--- config.mk ---
export PLATFORM = sky130hd
export DESIGN_NAME = kab_mac
export DESIGN_NICKNAME = d
export VERILOG_FILES = /design/src/hw/rtl/kab_pkg.sv /design/src/hw/rtl/kab_mac.sv
export SDC_FILE = /design/constraint.sdc
export NUM_CORES = 2
export LEC_CHECK = 0
export ABC_CLOCK_PERIOD_IN_PS = 11300
export BUFFER_PORTS_ARGS = -buffer_cell sky130_fd_sc_hd__buf_4
export CAP_MARGIN = 20
export CORE_MARGIN = 8
export CORE_UTILIZATION = 55
export CTS_CLUSTER_DIAMETER = 60
export DETAILED_ROUTE_END_ITERATION = 16
export PLACE_DENSITY = 0.73
export SYNTH_ARGS = -nofsm -noshare
export SYNTH_HDL_FRONTEND = slang
export SYNTH_SLANG_ARGS = --single-unit
--- constraint.sdc ---
create_clock -name clk -period 11.3 [get_ports clk]
set_input_delay 2.26 -clock clk [delete_from_list [all_inputs] [get_ports clk]]
set_output_delay 2.26 -clock clk [all_outputs]
set_load 0.02 [all_outputs]
--- src/hw/rtl/kab_pkg.sv ---
// Shared types, constants and helpers for the angle/bias Kalman filter.
package kab_pkg;

  localparam int WordW   = 32;
  localparam int DtW     = 24;
  localparam int NoiseW  = 31;
  localparam int FullW   = 48;
  localparam int CfgIdxW = 2;
  localparam int DivCntW = 5;

  localparam logic [NoiseW-1:0] AngleNoiseRst   = 31'd268435;
  localparam logic [NoiseW-1:0] BiasNoiseRst    = 31'd805306;
  localparam logic [NoiseW-1:0] MeasureNoiseRst = 31'd8053063;

  localparam logic signed [FullW-1:0] SatMax = 48'sh0000_7FFF_FFFF;
  localparam logic signed [FullW-1:0] SatMin = 48'shFFFF_8000_0000;
  localparam logic signed [WordW-1:0] WordMax = 32'sh7FFF_FFFF;
  localparam logic signed [WordW-1:0] WordMin = 32'sh8000_0000;

  // Sequencer states
  typedef enum logic [2:0] {
    ST_IDLE, ST_MUL, ST_WB, ST_ADD, ST_DSTART, ST_DWAIT, ST_OUT
  } kab_state_t;

  // Multiply-accumulate steps, in issue order
  typedef enum logic [3:0] {
    OP_ANGLE_PRED = 4'd0,
    OP_DT_BB      = 4'd1,
    OP_P11        = 4'd2,
    OP_P00        = 4'd3,
    OP_ANGLE_CORR = 4'd4,
    OP_BIAS_CORR  = 4'd5,
    OP_COV_AA     = 4'd6,
    OP_COV_AB     = 4'd7,
    OP_COV_BA     = 4'd8,
    OP_COV_BB     = 4'd9
  } kab_op_t;

  // Configuration register indexes
  typedef enum logic [CfgIdxW-1:0] {
    CFG_ANGLE_NOISE   = 2'd0,
    CFG_BIAS_NOISE    = 2'd1,
    CFG_MEASURE_NOISE = 2'd2
  } kab_cfg_idx_t;

  // Control to the shared multiply-accumulate unit
  typedef struct packed {
    logic load;    // register a new product
    logic frac28;  // round off 28 fraction bits, else 16
    logic neg;     // subtract the rounded product
  } kab_mac_ctl_t;

  function automatic logic signed [WordW-1:0] sat32(input logic signed [FullW-1:0] v);
    logic signed [WordW-1:0] r;
    if (v > SatMax) r = WordMax;
    else if (v < SatMin) r = WordMin;
    else r = v[WordW-1:0];
    return r;
  endfunction

endpackage

--- src/hw/rtl/kab_mac.sv ---
// Shared multiply unit: registered product, then round, accumulate and saturate.
module kab_mac import kab_pkg::*; (
  input  logic                     clk,
  input  logic                     rst_n,
  input  kab_mac_ctl_t             ctl,
  input  logic signed [WordW-1:0]  op_a,
  input  logic signed [WordW:0]    op_b,
  input  logic signed [WordW-1:0]  addend,
  output logic signed [FullW-1:0]  sum_full,
  output logic signed [WordW-1:0]  sum_sat
);

  localparam int ProdW = 2 * WordW + 1;

  logic signed [ProdW-1:0] prod_r;
  logic                    frac28_r;
  logic                    neg_r;
  logic signed [ProdW-1:0] half;
  logic signed [ProdW-1:0] rnd_sum;
  logic signed [ProdW-1:0] shifted;
  logic signed [FullW-1:0] rnd;
  logic signed [FullW-1:0] term;

  // product stage
  always_ff @(posedge clk) begin
    if (ctl.load) begin
      prod_r <= ProdW'(op_a) * ProdW'(op_b);
    end
  end

  always_ff @(posedge clk) begin
    if (!rst_n) begin
      frac28_r <= 1'b0;
      neg_r    <= 1'b0;
    end else if (ctl.load) begin
      frac28_r <= ctl.frac28;
      neg_r    <= ctl.neg;
    end
  end

  // round half up, then accumulate
  always_comb begin
    half     = frac28_r ? (ProdW'(1) <<< 27) : (ProdW'(1) <<< 15);
    rnd_sum  = prod_r + half;
    shifted  = frac28_r ? (rnd_sum >>> 28) : (rnd_sum >>> 16);
    rnd      = shifted[FullW-1:0];
    term     = neg_r ? -rnd : rnd;
    sum_full = FullW'(addend) + term;
    sum_sat  = sat32(sum_full);
  end

endmodule

## Yosys cells after proc, flatten, opt, wreduce, memory -nomap -nowiden

Cells that the tools add are included.

| word-level totals | value |
|---|---|
| input bits | 102 |
| bits in registers | 67 |

| cells by class | value |
|---|---|
| $lt $le $gt $ge | 2 |
| multiply operators | 1 |
| add/subtract/negate cells | 3 |
| multiplexer cells | 5 |

Operators by type and width:

| cell | number |
|---|---|
| 2-to-1 mux 48 bit | 2 |
| adder 65 x 29 -> 65 bit | 1 |
| multiplier 32 x 33 -> 65 bit | 1 |
| 2-to-1 mux 32 bit | 2 |
| adder 32 x 48 -> 48 bit | 1 |
| greater-than comparator 48 x 32 -> 1 bit, second input constant | 1 |
| < comparator 48 x 32 -> 1 bit, second input constant | 1 |
| negation 48 bit | 1 |
| 2-to-1 mux 28 bit | 1 |

## Logic depth before layout (Yosys ltp)

| logic depth | value |
|---|---|
| word-level depth | 9 |
| gate-level depth with buffers | 34 |
| mapped depth without buffers | 29 |

## Worst setup path before layout

No wires, ideal clock.

| path | value |
|---|---|
| path type | flip-flop to output port |
| start point | register frac28_r |
| end point | output port sum_sat[29] |
| stages on the path, launching flop included | 34 |
| path slack | 1.223 ns |
| arrival | 7.817 ns |
| data required time | 9.040 ns |
| path through | dfxtp_1 > clkbuf_1 > clkbuf_1 > buf_1 > clkbuf_1 > clkbuf_1 > buf_1 > clkbuf_1 > o21ai_0 > inv_1 > ha_1 > inv_1 > a211o_1 > or3b_2 > or2_1 > clkbuf_1 > o31ai_1 > nand2_1 > xor2_1 > ha_1 > clkbuf_1 > a211o_1 > a311oi_1 > and3_1 > nand3_1 > a21oi_1 > o21ai_1 > and3_1 > nor3_1 > and4_1 > clkbuf_1 > clkbuf_1 > nand4_1 > o2111ai_1 |

| between the ends | value |
|---|---|
| longest elaborated chain between the ends | 9 |

Ends and longest elaborated chain:

| item | line | source |
|---|---|---|
| start: declaration | kab_mac.sv:16 | `logic frac28_r;` |
| start signal: assignment | kab_mac.sv:36 | `frac28_r <= ctl.frac28;` |
| 2-to-1 mux 28 bit | kab_mac.sv:43 | `half = frac28_r ? (ProdW'(1) <<< 27) : (ProdW'(1) <<< 15);` |
| adder 65 x 29 -> 65 bit | kab_mac.sv:44 | `rnd_sum = prod_r + half;` |
| 2-to-1 mux 48 bit * | kab_mac.sv:45 | `shifted = frac28_r ? (rnd_sum >>> 28) : (rnd_sum >>> 16);` |
| negation 48 bit | kab_mac.sv:47 | `term = neg_r ? -rnd : rnd;` |
| 2-to-1 mux 48 bit * | kab_mac.sv:47 |  |
| adder 32 x 48 -> 48 bit * | kab_mac.sv:48 | `sum_full = FullW'(addend) + term;` |
| net sum_full[43] | kab_mac.sv:9 | `output logic signed [FullW-1:0] sum_full,` |
| < comparator 48 x 32 -> 1 bit | kab_pkg.sv:56 | `else if (v < SatMin) r = WordMin;` |
| 2-to-1 mux 32 bit | kab_pkg.sv:56 |  |
| 2-to-1 mux 32 bit * | kab_pkg.sv:55 | `if (v > SatMax) r = WordMax;` |
| end: declaration | kab_mac.sv:10 | `output logic signed [WordW-1:0] sum_sat` |

Mark *: on every way through the listed nets, which the timed path passes. The rest lies on a longest branch.

## Final worst setup path

| path | value |
|---|---|
| start point | register prod_r[27] |
| end point | output port sum_sat[23] |

| between the ends | value |
|---|---|
| longest elaborated chain between the ends | 8 |

Ends and longest elaborated chain:

| item | line | source |
|---|---|---|
| start: declaration | kab_mac.sv:15 | `logic signed [ProdW-1:0] prod_r;` |
| start signal: assignment | kab_mac.sv:27 | `prod_r <= ProdW'(op_a) * ProdW'(op_b);` |
| adder 65 x 29 -> 65 bit * | kab_mac.sv:44 |  |
| 2-to-1 mux 48 bit * | kab_mac.sv:45 |  |
| negation 48 bit | kab_mac.sv:47 |  |
| 2-to-1 mux 48 bit * | kab_mac.sv:47 |  |
| adder 32 x 48 -> 48 bit * | kab_mac.sv:48 |  |
| < comparator 48 x 32 -> 1 bit | kab_pkg.sv:56 |  |
| 2-to-1 mux 32 bit | kab_pkg.sv:56 |  |
| 2-to-1 mux 32 bit * | kab_pkg.sv:55 |  |

Every way passes the cells marked *; elsewhere a longest branch is shown, timed or not.

==> results.json <==
{
  "grt_max_degree": 81,
  "slew_headroom_pct": 39.06,
  "crit_required_ns": 9.04,
  "met2_usage_pct": 44.05,
  "start_util_pct": 55.29,
  "antenna_found_initial": 2,
  "final_nets": 6534,
  "fp.dieArea_mm2": 0.09143,
  "setup.worst_path.class": "flip-flop to output port",
  "fmax_mhz": 93.52,
  "crit_fanout": 31,
  "gp_congestion": 0.9375,
  "postCtsHoldBufs": 0,
  "synth_cell_types": 83,
  "syn_to_final_growth_pct": 4.302,
  "grt_overflow_total": 0,
  "setup_ws_ns": 0.6069,
  "cts_setup_buffers": 0,
  "fin_cells": 6155,
  "clk_latency_ns": 0.30,
  "drv_cap": 0,
  "critPathCapture": "sum_sat[23]",
  "clk_pin_slew_ns": 0.08,
  "finalCritPeriodShare_pct": 94.63,
  "dpl_worst_slack_ns": 1.064,
  "r2r_start": "frac28_r$_SDFFE_PN0P_",
  "timing.rr.end": "frac28_r$_SDFFE_PN0P_",
  "crit_family": "simple AND/OR/NAND/NOR gates",
  "row_count": 105,
  "async_reset_ff_share_pct": 0,
  "synth_cells": 5167,
  "cts_root_buffer": "clkbuf_16",
  "ys_seq_elements": 52,
  "r2r_cells": 3,
  "final-max-slew-violation-count": 0,
  "die_y_um": 302.4,
  "avgSynthCellArea_um2": 8.730,
  "ys.warnings.count": 0,
  "cp.buffers_inverters": 2,
  "fin_skew_ns": 0,
  "drc": 0,
  "critical_path.endpoint_type": "output port",
  "antenna_cells": 0,
  "cts_made_buffers": 5,
  "portBuffers": 181,
  "min_period_ns": 10.69,
  "ant_nets": 0,
  "hold_class": "flip-flop to flip-flop",
  "setup_violations": 0,
  "cts_max_path_buffers": 2,
  "synth_seq_area_share_pct": 3.417,
  "cts.sinks": 52,
  "ctsResizeCount": 0,
  "fin_util_pct": 57.67,
  "slowest_delay_ns": 0.73,
  "vias": 34980,
  "rrSetupSlack_ns": 9.91,
  "grt_pass1_wl_um": 197600,
  "dp_cells": 6147,
  "wl_per_cell_um": 19.40,
  "path_depth": 25,
  "cp_slowest_cell": "or4_1",
  "cts_tree": "built",
  "rsz0062_at_grt": "no",
  "crit_path_start": "prod_r[27]$_DFFE_PP_",
  "worst_pin_slew_ns": 0.9127,
  "start_kind": "flip-flop",
  "grtUsageMet3_pct": 5.486,
  "worstPathArrival_ns": 8.43,
  "grt_pass1_vias": 37390,
  "pin_count": 182,
  "synth_ff_type": "edfxtp_1",
  "grt_use_met1_pct": 36.58,
  "place_hpwl_um": 96980,
  "core_mm2": 0.08158,
  "vias_per_cell": 5.683,
  "track_usage_pct": 26.84,
  "tns_ns": 0,
  "htree_levels": 2,
  "wirelength_um": 119400,
  "grt.busiest_layer": "met2",
  "synth_area_mm2": 0.04511,
  "outcome": "complete, no violations",
  "finalHoldViolations": 0,
  "first_pass_iters": 6,
  "synth_nets": 6617,
  "drive_gt1_share_pct": 4.602,
  "drt_iter0_markers": 2772,
  "die_w_um": 302.4,
  "synth_edf_count": 50
}
-- metrics by stage --
stage / hold WS [ns] / instance area (µm²)
after global routing: 0.9309 / 47050
after global placement: 0.8299 / 46890
after floorplan: 0.8246 / 45110
after CTS: 0.8564 / 47050
final: 0.8477 / 47050
after detailed placement: 0.8452 / 46890
-- registers in the layout, summed over array words and instances (netlist names) --
register / count
frac28_r: 1
neg_r: 1
prod_r: 50
-- worst register-to-register path, delay by kind of cell, from the launching register on --
family,cells,cell delay (ns)
mux,1,0.21
flops,1,0.37
simple gates,1,0.14
buf+inv,1,0.61
-- placed cells by master, fill, tap and decap left out, drive strengths merged, types with 9 or more instances in the layout --
cell type	n
inv	1203
fa	1112
nand2	846
and2	293
ha	236
buf	199
xnor2	115
a21oi	104
nor2	100
o21ai	94
nand3	79
xor2	73
a21o	55
nor3	53
edfxtp	50
o211ai	47
nand2b	34
nand4	31
nor4b	28
a32oi	26
nor4	21
o31ai	19
or3	18
o2111ai	17
and3	16
mux2i	16
a211oi	15
and4	14
a31oi	14
o21bai	13
o21a	12
a211o	9
nor2b	9
a2111oi	9
or2	9
-- synthesized netlist by cell type (8+ instances only) --
master        n  area, µm²
o21bai_1     13      97.59
o21a_1       12      90.09
xor2_1       72      630.6
a21o_1       55      412.9
o211ai_1     47      352.8
buf_2         9      45.04
a21oi_1     104      520.5
o21ai_0      85      425.4
inv_1      1200       4504
a31oi_1      14      87.58
xnor2_1     114      998.5
fa_1       1112      22260
mux2i_1      16      160.2
nand2b_1     34      212.7
and2_1      291       1821
ha_1        236       2953
a211oi_1     14      105.1
edfxtp_1     50       1501
o31ai_1      19      142.6
nand4_1      30      187.7
nor4b_1      28      245.2
nor2_1      100      375.4
and3_1       16      100.1
or3_1        18      112.6
o21ai_1       9      45.04
and4_1       14      122.6
nand2_1     846       3176
o2111ai_1    17      148.9
clkbuf_1    267       1002
nor3_1       53      265.3
a211o_1       9      78.83
nor2b_1       9      56.30
nand3_1      79      395.4
a32oi_1      26      227.7
buf_1        12      45.04
a2111oi_0     8      70.07
nor4_1       20      125.1
-- kinds of logic (layout without fill, tap and decap cells) --
logic type      count (synthesis)  count (layout)  share of synthesized area [%]
simple gates                 1572            1572                          16.57
buf+inv                      1489            1407                          12.42
mux                            18              18                         0.4050
xor+xnor                      188             188                          3.709
compound gates                500             500                          7.575
flops                          52              52                          3.417
fa+ha+maj                    1348            1348                          55.90
-- final cells by class --
type / count / area [µm²]
Clock inverter: 3 / 28.78
Fill cell: 7231 / 34540
Inverter: 1200 / 4504
Timing Repair Buffer: 199 / 1494
Sequential cell: 52 / 1543
Multi-Input combinational cell: 3626 / 38010
Tap cell: 1070 / 1339
Clock buffer: 5 / 125.1
-- worst min path at each step --
stage | cells past startpoint | from | end | slack [ns]
2_1_floorplan | 4 | neg_r$_SDFFE_PN0P_ | neg_r$_SDFFE_PN0P_ | 0.82
3_3_place_gp | 3 | neg_r$_SDFFE_PN0P_ | neg_r$_SDFFE_PN0P_ | 0.83
3_5_place_dp | 3 | neg_r$_SDFFE_PN0P_ | neg_r$_SDFFE_PN0P_ | 0.85
4_1_cts | 3 | neg_r$_SDFFE_PN0P_ | neg_r$_SDFFE_PN0P_ | 0.86
5_1_grt | 3 | neg_r$_SDFFE_PN0P_ | neg_r$_SDFFE_PN0P_ | 0.93
6_report | 3 | neg_r$_SDFFE_PN0P_ | neg_r$_SDFFE_PN0P_ | 0.85
-- routing by layer --
layer	vias to the layer above	part of all wire, %
met3	210	9.5
met2	1573	47
met5	-	0
li1	15420	-
met1	17780	41
met4	0	2.4
Power is left out: the tool's default activity adds up to more than one toggle a clock period on the data nets, which glitch-free logic cannot reach.
