File: src/hw/rtl/kab_pkg.sv
// Shared types, constants and helpers for the angle/bias Kalman filter.
package kab_pkg;

  localparam int WordW   = 32;
  localparam int DtW     = 24;
  localparam int NoiseW  = 31;
  localparam int FullW   = 48;
  localparam int CfgIdxW = 2;
  localparam int DivCntW = 5;

  localparam logic [NoiseW-1:0] AngleNoiseRst   = 31'd268435;
  localparam logic [NoiseW-1:0] BiasNoiseRst    = 31'd805306;
  localparam logic [NoiseW-1:0] MeasureNoiseRst = 31'd8053063;

  localparam logic signed [FullW-1:0] SatMax = 48'sh0000_7FFF_FFFF;
  localparam logic signed [FullW-1:0] SatMin = 48'shFFFF_8000_0000;
  localparam logic signed [WordW-1:0] WordMax = 32'sh7FFF_FFFF;
  localparam logic signed [WordW-1:0] WordMin = 32'sh8000_0000;

  // Sequencer states
  typedef enum logic [2:0] {
    ST_IDLE, ST_MUL, ST_WB, ST_ADD, ST_DSTART, ST_DWAIT, ST_OUT
  } kab_state_t;

  // Multiply-accumulate steps, in issue order
  typedef enum logic [3:0] {
    OP_ANGLE_PRED = 4'd0,
    OP_DT_BB      = 4'd1,
    OP_P11        = 4'd2,
    OP_P00        = 4'd3,
    OP_ANGLE_CORR = 4'd4,
    OP_BIAS_CORR  = 4'd5,
    OP_COV_AA     = 4'd6,
    OP_COV_AB     = 4'd7,
    OP_COV_BA     = 4'd8,
    OP_COV_BB     = 4'd9
  } kab_op_t;

  // Configuration register indexes
  typedef enum logic [CfgIdxW-1:0] {
    CFG_ANGLE_NOISE   = 2'd0,
    CFG_BIAS_NOISE    = 2'd1,
    CFG_MEASURE_NOISE = 2'd2
  } kab_cfg_idx_t;

  // Control to the shared multiply-accumulate unit
  typedef struct packed {
    logic load;    // register a new product
    logic frac28;  // round off 28 fraction bits, else 16
    logic neg;     // subtract the rounded product
  } kab_mac_ctl_t;

  function automatic logic signed [WordW-1:0] sat32(input logic signed [FullW-1:0] v);
    logic signed [WordW-1:0] r;
    if (v > SatMax) r = WordMax;
    else if (v < SatMin) r = WordMin;
    else r = v[WordW-1:0];
    return r;
  endfunction

endpackage

File: src/hw/rtl/kab_div.sv
// Radix-2 restoring divider for the gains: sat32((num * 2^28) / den), toward zero.
module kab_div import kab_pkg::*; (
  input  logic                    clk,
  input  logic                    rst_n,
  input  logic                    start,
  input  logic signed [WordW-1:0] num,
  input  logic signed [WordW:0]   den,
  output logic                    done,
  output logic signed [WordW-1:0] quo
);

  logic               busy_r;
  logic               done_r;
  logic [DivCntW-1:0] cnt_r;
  logic [WordW:0]     rem_r;
  logic [WordW:0]     d_r;
  logic [WordW-1:0]   bits_r;
  logic [WordW-1:0]   q_r;
  logic               neg_r;
  logic signed [WordW-1:0] quo_r;

  logic [WordW-1:0]   mag_n;
  logic [WordW:0]     mag_d;
  logic [59:0]        n_full;
  logic               ovf;
  logic [WordW+1:0]   trial;
  logic               ge;
  logic [WordW:0]     rem_step;
  logic [WordW-1:0]   q_step;

  // operand magnitudes and overflow check at start
  always_comb begin
    mag_n  = num[WordW-1] ? WordW'(-num) : WordW'(num);
    mag_d  = den[WordW] ? (WordW+1)'(-den) : (WordW+1)'(den);
    n_full = {mag_n, 28'd0};
    ovf    = {5'd0, n_full} >= {mag_d, 32'd0};
  end

  // one quotient bit per cycle
  always_comb begin
    trial    = {rem_r, bits_r[WordW-1]};
    ge       = trial >= {1'b0, d_r};
    rem_step = ge ? (WordW+1)'(trial - {1'b0, d_r}) : trial[WordW:0];
    q_step   = {q_r[WordW-2:0], ge};
  end

  function automatic logic signed [WordW-1:0] apply_sign(input logic [WordW-1:0] q,
                                                          input logic neg);
    logic signed [WordW-1:0] r;
    if (neg) begin
      r = (q > 32'h8000_0000) ? WordMin : WordW'(-q);
    end else begin
      r = q[WordW-1] ? WordMax : q;
    end
    return r;
  endfunction

  always_ff @(posedge clk) begin
    if (!rst_n) begin
      busy_r <= 1'b0;
      done_r <= 1'b0;
      cnt_r  <= '0;
      neg_r  <= 1'b0;
      quo_r  <= '0;
    end else begin
      done_r <= 1'b0;
      if (start) begin
        neg_r <= num[WordW-1] ^ den[WordW];
        if (mag_d == '0) begin
          // zero divisor: gain is zero
          quo_r  <= '0;
          done_r <= 1'b1;
        end else if (ovf) begin
          quo_r  <= (num[WordW-1] ^ den[WordW]) ? WordMin : WordMax;
          done_r <= 1'b1;
        end else begin
          busy_r <= 1'b1;
          cnt_r  <= DivCntW'(WordW - 1);
        end
      end else if (busy_r) begin
        cnt_r <= cnt_r - 1'b1;
        if (cnt_r == '0) begin
          busy_r <= 1'b0;
          done_r <= 1'b1;
          quo_r  <= apply_sign(q_step, neg_r);
        end
      end
    end
  end

  // datapath registers
  always_ff @(posedge clk) begin
    if (start) begin
      d_r    <= mag_d;
      rem_r  <= {5'd0, n_full[59:32]};
      bits_r <= n_full[31:0];
      q_r    <= '0;
    end else if (busy_r) begin
      rem_r  <= rem_step;
      bits_r <= {bits_r[WordW-2:0], 1'b0};
      q_r    <= q_step;
    end
  end

  assign done = done_r;
  assign quo  = quo_r;

endmodule

File: config.mk
export PLATFORM = sky130hd
export DESIGN_NAME = kab_div
export DESIGN_NICKNAME = d
export VERILOG_FILES = /design/src/hw/rtl/kab_pkg.sv /design/src/hw/rtl/kab_div.sv
export SDC_FILE = /design/constraint.sdc
export NUM_CORES = 1
export LEC_CHECK = 0
export BUFFER_PORTS_ARGS = -buffer_cell sky130_fd_sc_hd__buf_2
export CELL_PAD_IN_SITES_DETAIL_PLACEMENT = 0
export CELL_PAD_IN_SITES_GLOBAL_PLACEMENT = 2
export CORE_MARGIN = 2
export CORE_UTILIZATION = 37
export CTS_CLUSTER_SIZE = 40
export DETAILED_ROUTE_END_ITERATION = 7
export GPL_TIMING_DRIVEN = 0
export PLACE_DENSITY_LB_ADDON = 0.2
export RECOVER_POWER = 50
export SKIP_LAST_GASP = 1
export SLEW_MARGIN = 15
export SYNTH_ARGS = -nofsm -noshare
export SYNTH_HDL_FRONTEND = slang
export SYNTH_SLANG_ARGS = --single-unit
File: constraint.sdc
create_clock -name clk -period 6.5 [get_ports clk]
set_input_delay 1.3 -clock clk [delete_from_list [all_inputs] [get_ports clk]]
set_output_delay 1.3 -clock clk [all_outputs]
set_load 0.01 [all_outputs]
# After elaboration in Yosys (flattened, before gate mapping)
# Index checks and enable logic that the tools add are counted.
# totals
out_inout_bits	33
inputBits	68
reg_bits	141
latchBits	0
ram_bits	0
mem_count	0
romBits	0
wordCells	59
# op_classes
n_lt_le_gt_ge	3
addsub	5
n_eq_ne	3
n_shift	0
bitwise_logic	1
mul	0
reduce_logical	7
mux	30
div	0
# op_table
cell	count
$mux 32	11
$mux 33	2
$ge 60x65->1	1
$neg 32->32	2
$mux 28	2
$ge 34x33->1	1
$logic_not 33->1	1
$neg 33->33	1
$sub 33x33->33	1
$gt 32x32->1 const B	1
$mux 31	1
$mux 5	4
$mux 1	10
$reduce_and 3->1	2
$logic_not 5->1	1
$sub 5x1->5 const B	1
$ne 2x2->1 const B	2
$reduce_bool 2->1	2
$ne 3x1->1 const B	1
$reduce_and 2->1	1
$xor 1x1->1	1

# Logic depth before layout (Yosys ltp)
# Gate-level depths: netlist of run 1.
# logic_depth
word_depth	7
ltp_mapped	22
mapped_depth_nobuf	19

# Least setup slack after synthesis of run 1
# Ideal clock, no wire load.
# synth_timing
path_type	in2reg
startpoint	input port num[4]
endpoint	register quo_r[0] (netlist: quo[0])
path_slack_ns	0.572
n_path_buf	1
required_time_ns	6.384
stages	18
setup_time_ns	0.116
arrival_time_ns	5.812
cell_sequence	nor4_1 -> nand3_1 -> or3_1 -> or4_1 -> or3_1 -> o41ai_1 -> xnor2_1 -> ha_1 -> and3_1 -> a221oi_1 -> o21ai_0 -> a221o_1 -> a221oi_1 -> o41a_1 -> o221ai_4 -> a21boi_4 -> buf_6 -> o211a_1
# synth_via
elab_chain_cells	5
# synth_lines
item	line	rtl
start, declared	kab_div.sv:6	input logic signed [WordW-1:0] num,
$neg 32->32	kab_div.sv:33	mag_n = num[WordW-1] ? WordW'(-num) : WordW'(num);
$mux 32 (*)	kab_div.sv:33	
$ge 60x65->1 (*)	kab_div.sv:36	ovf = {5'd0, n_full} >= {mag_d, 32'd0};
$ne 3x1->1 (no source line) (*)	--	
$reduce_and 3->1 (no source line) (*)	--	
end signal, assigned	kab_div.sv:74	quo_r <= (num[WordW-1] ^ den[WordW]) ? WordMin : WordMax;
end signal, assigned	kab_div.sv:85	quo_r <= apply_sign(q_step, neg_r);
end, declared	kab_div.sv:20	logic signed [WordW-1:0] quo_r;
# Every way passes the cells marked *; elsewhere a longest branch is shown, timed or not.
# A chain may end at the register's enable or synchronous reset.

# Worst setup path after layout of run 1
# layout_timing
startpoint	register bits_r[31]
endpoint	register quo_r[27] (netlist: quo[27])
# layout_via
elab_chain_cells	7
elab_cells_between_ends	8
cone_classes	1 x add/sub; 2 x order compare; 5 x mux
# layout_lines
item	line	rtl
start, declared	kab_div.sv:17	logic [WordW-1:0] bits_r;
start signal, assigned	kab_div.sv:96	bits_r <= n_full[31:0];
start signal, assigned	kab_div.sv:100	bits_r <= {bits_r[WordW-2:0], 1'b0};
$ge 34x33->1 (*)	kab_div.sv:42	ge = trial >= {1'b0, d_r};
$neg 32->32 / $gt 32x32->1 (equally long branches)	kab_div.sv:51	r = (q > 32'h8000_0000) ? WordMin : WordW'(-q);
$mux 32 (*)	kab_div.sv:51	
$mux 32 (*)	kab_div.sv:50	if (neg) begin
$mux 32 (*)	kab_div.sv:82	if (cnt_r == '0) begin
$mux 32 (*)	kab_div.sv:80	end else if (busy_r) begin
$mux 32 (*)	kab_div.sv:67	if (start) begin
# Every way passes the cells marked *; elsewhere a longest branch is shown, timed or not. The select of a mux whose other input is x is not followed.

==> results of run 1 <==
[logic make-up after synthesis]
kind of cell | after synthesis | share of synthesized area, %
AND/OR/NAND/NOR | 401 | 17.8
AO/OA/AOI/OAI | 398 | 24.4
buffers and inverters | 164 | 5.94
flip-flops | 141 | 31.9
XOR/XNOR | 107 | 8.61
adder cells (fa/ha/maj) | 68 | 7.89
multiplexers | 37 | 3.43
[layer usage]
metal	global-route usage (%)	up-vias	part of all wire (%)
met1	35.6	4948	50
li1	-	5065	-
met3	3.70	34	5.5
met4	5.65	0	1.4
met5	0	-	0
met2	36.6	306	43
[worst paths after layout]
| path | from | end |
|---|---|---|
| max | bits_r[31] | quo[27] |
| min | quo[28] | quo[28] |
| max reg2reg | bits_r[31] | quo[27] |
| min reg2reg | quo[28] | quo[28] |
[power breakdown]
group / total, mW / leakage, nW / internal (mW) / switching, mW
sequential: 1.08 / 1.26 / 1.03 / 0.0444
clock: 0.976 / 0.288 / 0.542 / 0.434
combinational: 1.20 / 3.47 / 0.453 / 0.749
total: 3.26 / 5.02 / 2.03 / 1.23
[worst reg2reg max path: cells and delay by family (launching register included)]
kind	cells	cell delay, ns
AO/OA/AOI/OAI	9	2.60
buffers and inverters	5	1.32
AND/OR/NAND/NOR	4	1.02
adder cells (fa/ha/maj)	3	0.84
flip-flops	1	0.38
[sequential cells by signal, summed over array words and instances (netlist names)]
| register | flops |
|---|---|
| cnt_r | 5 |
| neg_r | 1 |
| busy_r | 1 |
| bits_r | 4 |
| q_r | 31 |
| done | 1 |
| rem_r | 33 |
| quo | 32 |
| d_r | 33 |
[final cells by class]
type                    count  area [um^2]
inverters                  96          360
clock buffers              17          425
plain buffers              68          290
flip-flops and latches    141         3470
repair buffers            100          479
multi-input cells        1011         6860
fillers                  3031        16300
clock inverters            15          156
well taps                 384          480
[metrics by stage]
| step | hold slack (ns) | area (um^2) | power (mW) |
|---|---|---|---|
| after floorplan | 0.458 | 10900 | 1.92 |
| after global placement | 0.485 | 11800 | 2.27 |
| after detailed placement | 0.483 | 11900 | 2.27 |
| after CTS | 0.505 | 12500 | 3.26 |
| after global routing | 0.518 | 12500 | 3.45 |
| final | 0.502 | 12500 | 3.26 |
[layout by cell type (no fill, tap or decap), types with 46 or more instances in the layout]
| cell | netlist | final |
|---|---|---|
| buf_2 | 7 | 68 |
| nor2_1 | 120 | 119 |
| dfxtp_1 | 76 | 76 |
| xor2_1 | 47 | 46 |
| ha_1 | 67 | 67 |
| clkbuf_1 | 46 | 82 |
| a21oi_1 | 92 | 91 |
| edfxtp_1 | 65 | 65 |
| o21ai_0 | 80 | 79 |
| nand2_1 | 103 | 103 |
| xnor2_1 | 60 | 60 |
| inv_1 | 96 | 96 |
[timing repair]
item	in CTS	in global routing
hold buffers	0	0
setup endpoints to repair	33	33
buffers inserted	0	3
gates resized for setup	6	18
pin swaps	0	2
==> results.yml, run 1 <==
logic_synthesis:
  postSynth.asyncResetShare_pct: 0
  syn_nets: 1452
  yosysTopAreaCell: "edfxtp_1"
  synth_top_area_share_pct: 17.9
  synth_edf_count: 65
  synthTopCellsByCount: "120 x nor2_1, 103 x nand2_1, 96 x inv_1"
  dominantRegCellSynth: "dfxtp_1"
  ys_types: 68
  synth_warnings: 0
  synth_area_um2: 10900
  yosysMostFrequentCell: "nor2_1"
  synthTopCellsByArea: "edfxtp_1 18%, dfxtp_1 14%, ha_1 7.7%"
  synthCells: 1316
  syn_avg_cell_area_um2: 8.27
  synth-seq-cells: 141
  ys_seq_area_share_pct: 31.9
sta:
  timing.final.ws_setup_ns: 0.310
  fmax_mhz: 162
  finalClockSkew_ns: 0.0113
  tns_ns: 0
  rsz0062_at_grt: "true"
  setup_viol: 0
  maxSlewViolCount: 35
  layout_min_cycle_time_ns: 6.19
  period_share_pct: 95.2
  tightest_slew_ns: 2.18
  max_slew_margin_pct: -45.4
  hold_viol_final: 0
critical_path:
  crit_fanout: 10
  critPathTopFamily: "compound AO/OA/AOI/OAI gates"
  slowest_stage: "o32ai_2"
  criticalPathCategory: "register to register"
  critPathBufInv: 5
  r2r_slack_ns: 0.31
  start_kind: "register"
  critPathRequiredTime_ns: 6.89
  reg2reg_depth: 21
  end_kind: "register"
  critPathMaxStageDelay_ns: 0.45
  critical_path_arrival_ns: 6.58
  worst-path-stages: 21
  crit_chain: "inv_1, ha_1, fa_1, nand2b_1, a211oi_1, o32ai_2, a31oi_1, a211oi_1, o21ai_2, inv_1, clkbuf_2, buf_2, ha_1, nand3_1, nor2_1, nand2_1, o21ai_1, clkbuf_2, o21ai_0, o31ai_1, o211a_1"
global_route:
  grt-ovfl-total: 0
  antenna_found_initial: 0
  grt_pass1_wl_um: 57400
  grt_pass1_vias: 9990
  grt_use_total_pct: 24.0
  grt_max_degree: 35
placed_design:
  post-dp-hpwl_um: 28500
  dp_slack_ns: -0.672
  dp.cells: 1797
  gp_congestion: 0.901
  io_buffers: 96
clocking:
  cts_num_sinks: 141
  cts_tree: "done"
  htreeDepth: 4
  path_clk_slew_ns: 0.07
  cts_buffer_depth: 2
  clock_latency_ns: 0.44
  cts_root_buf: "clkbuf_16"
  cts_inserted_buffers: 17
layout:
  final_cells: 1832
  nets: 1571
  final_core_util_pct: 43.4
  n_antenna_cell: 0
  drive_above_1_share_pct: 11.4
  syn_to_final_growth_pct: 15.1
floorplanning:
  design.core.area_um2: 28900
  die_h_um: 175
  row_count: 62
  ios: 101
  die_area_um2: 30800
  die_w_um: 175
  initial_core_util_pct: 37.7
min_path:
  min_path_cells: 1
  hp-class: "register to register"
route:
  wirelength_um: 36600
  drc_errors: 0
  dr_total_vias: 10400
  drtIter0Drc: 804
  dr.pass1.iters: 5
  wl_per_cell_um: 20.0
  viasPerCell: 5.65
  postRouteAntennaNets: 0
pwr:
  power_leakage_nw: 5.02
  vdd_drop_max_uv: 136
  p_per_area_nw_per_um2: 260
status:
  status: "finished, violations left"
  violations: "max-capacitance violations, max-slew violations"
job:
  maxCapViolCount: 1
Note: power is estimated with default switching activity, not from simulation.
==> run 2, diff against run 1 <==
- CELL_PAD_IN_SITES_DETAIL_PLACEMENT: 0 -> 1
- CELL_PAD_IN_SITES_GLOBAL_PLACEMENT: 2 -> 1
- CORE_UTILIZATION: 37 -> 46
==> run 2 against run 1 <==
  * Power is 2.6% higher
  * First-iteration DRC count up 6.5%
  * Largest cell class unchanged
  * Core utilization is 9.8 points higher
  * The run still ends with max-capacitance violations, max-slew violations left
  * Critical path type is now primary input to register
  * Critical path depth is 1 lower
  * Sequential share of layout area grew 0.24 points
  * Wire length up 6.3%
==> results.yml, run 2 (synthesis gave the netlist of run 1 again) <==
critical_path:
  crit_start: "num[4]"
  timing.rr.end: "quo[9]"
  r2r_slack_ns: 0.24
  critPathRequiredTime_ns: 6.88
  end_kind: "register"
  reg2reg_from: "bits_r[31]"
  critical_path_arrival_ns: 6.68
  crit_fanout: 10
  criticalPathCategory: "primary input to register"
  start_kind: "primary input"
  reg2reg_depth: 21
layout:
  final_common_cell: "nor2_1"
  final_core_util_pct: 53.2
  nets: 1569
  drive_above_1_share_pct: 11.3
  syn_to_final_growth_pct: 14.1
  final_cell_mix: "119 x nor2_1, 103 x nand2_1, 95 x inv_1"
  n_antenna_cell: 0
route:
  dr.pass1.iters: 5
  postRouteAntennaNets: 0
  drc_errors: 0
  viasPerCell: 6.20
  wl_per_cell_um: 22.1
  dr_total_vias: 10900
  drtIter0Drc: 856
  wirelength_um: 39000
floorplanning:
  design.core.area_um2: 23300
  die_h_um: 158
  ios: 101
  die_w_um: 158
  row_count: 56
  initial_core_util_pct: 46.6
  die_area_um2: 24900
global_route:
  grt_max_degree: 35
  grt_pass1_wl_um: 60700
  grt_pass1_vias: 11000
  grt-ovfl-total: 0
  grt_use_total_pct: 31.8
  antenna_found_initial: 0
clocking:
  path_clk_slew_ns: 0.07
  cts_tree: "done"
  cts_inserted_buffers: 17
  htreeDepth: 4
  cts_buffer_depth: 2
  cts_root_buf: "clkbuf_16"
  cts_num_sinks: 141
  clock_latency_ns: 0.44
  ctsHoldBuffers: 0
min_path:
  hp-start: "quo[0]"
  min_path_cells: 1
  hp-class: "register to register"
  worstHoldEndpoint: "quo[0]"
pwr:
  vdd_drop_max_uv: 155
  power_leakage_nw: 5.00
  totalPowerFinal_mw: 3.34
  p_per_area_nw_per_um2: 269
sta:
  maxSlewViolCount: 35
  hold_viol_final: 0
  finalClockSkew_ns: 0.0109
  fmax_mhz: 159
  tightest_slew_ns: 2.29
  max_slew_margin_pct: -52.5
  setup_viol: 0
  period_share_pct: 96.9
  layout_min_cycle_time_ns: 6.30
  rsz0062_at_grt: "true"
  tns_ns: 0
placed_design:
  gp_congestion: 0.901
  post-dp-hpwl_um: 28700
  io_buffers: 96
status:
  status: "finished, violations left"
  violations: "max-capacitance violations, max-slew violations"
job:
  maxCapViolCount: 1
## run 2: worst max-delay path by stage
stage                   end
global route         quo[7]
floorplan            quo[0]
finish              quo[28]
detailed placement   quo[7]
CTS                  quo[3]
global placement     quo[7]
## run 2: through the flow
stage / area, um^2 / instances / hold slack (ns) / setup WS (ns)
2_1_floorplan: 10900 / 1316 / 0.458 / 0.572
3_3_place_gp: 11800 / 1731 / 0.479 / -0.606
3_5_place_dp: 11800 / 1731 / 0.487 / -0.717
4_1_cts: 12400 / 1763 / 0.506 / 0.0123
5_1_grt: 12400 / 1765 / 0.528 / -0.0168
6_report: 12400 / 1765 / 0.507 / 0.205
## run 2: layout make-up
class	instances	area, um^2
multi-input combinational	1011	6850
buffer	68	292
inverter	96	360
clock buffer	18	439
tap	319	399
clock inverter	14	151
sequential	141	3470
timing repair buffer	98	452
fill	2873	10900
## run 2: repair_timing
item,CTS,global route
pin swaps,0,1
resized for setup,10,13
buffers inserted,0,2
hold endpoints to repair,0,0
endpoints found under the setup margin,33,33
## run 2: where the power goes
group	total, mW	internal [mW]	switching, mW	leakage, nW
Sequential	1.08	1.03	0.0491	1.26
Combinational	1.25	0.453	0.800	3.45
Clock	1.01	0.554	0.451	0.291
Total	3.34	2.04	1.30	5.00
## run 2: layer usage
metal | track usage (%) | share of wire [%] | vias up
met5 | 0 | 0 | -
met4 | 10.5 | 2.6 | 0
met3 | 4.30 | 5.8 | 81
met1 | 43.1 | 45 | 5426
met2 | 52.3 | 47 | 362
li1 | - | - | 5072
## run 2: critical path, cell delays in order
cell and delay (ns):
buf_2 0.13, nor4_4 0.32, nand3_1 0.21, or3_1 0.40, or4_1 0.50, or3_4 0.45
o41ai_2 0.24, xnor2_1 0.22, ha_1 0.31, and3_1 0.19, a221oi_1 0.27, o21ai_0 0.18
a221o_1 0.36, a221oi_1 0.29, o41a_1 0.33, a2bb2oi_2 0.19, o22ai_1 0.17, buf_4 0.25
o21ai_0 0.14, o211a_1 0.20
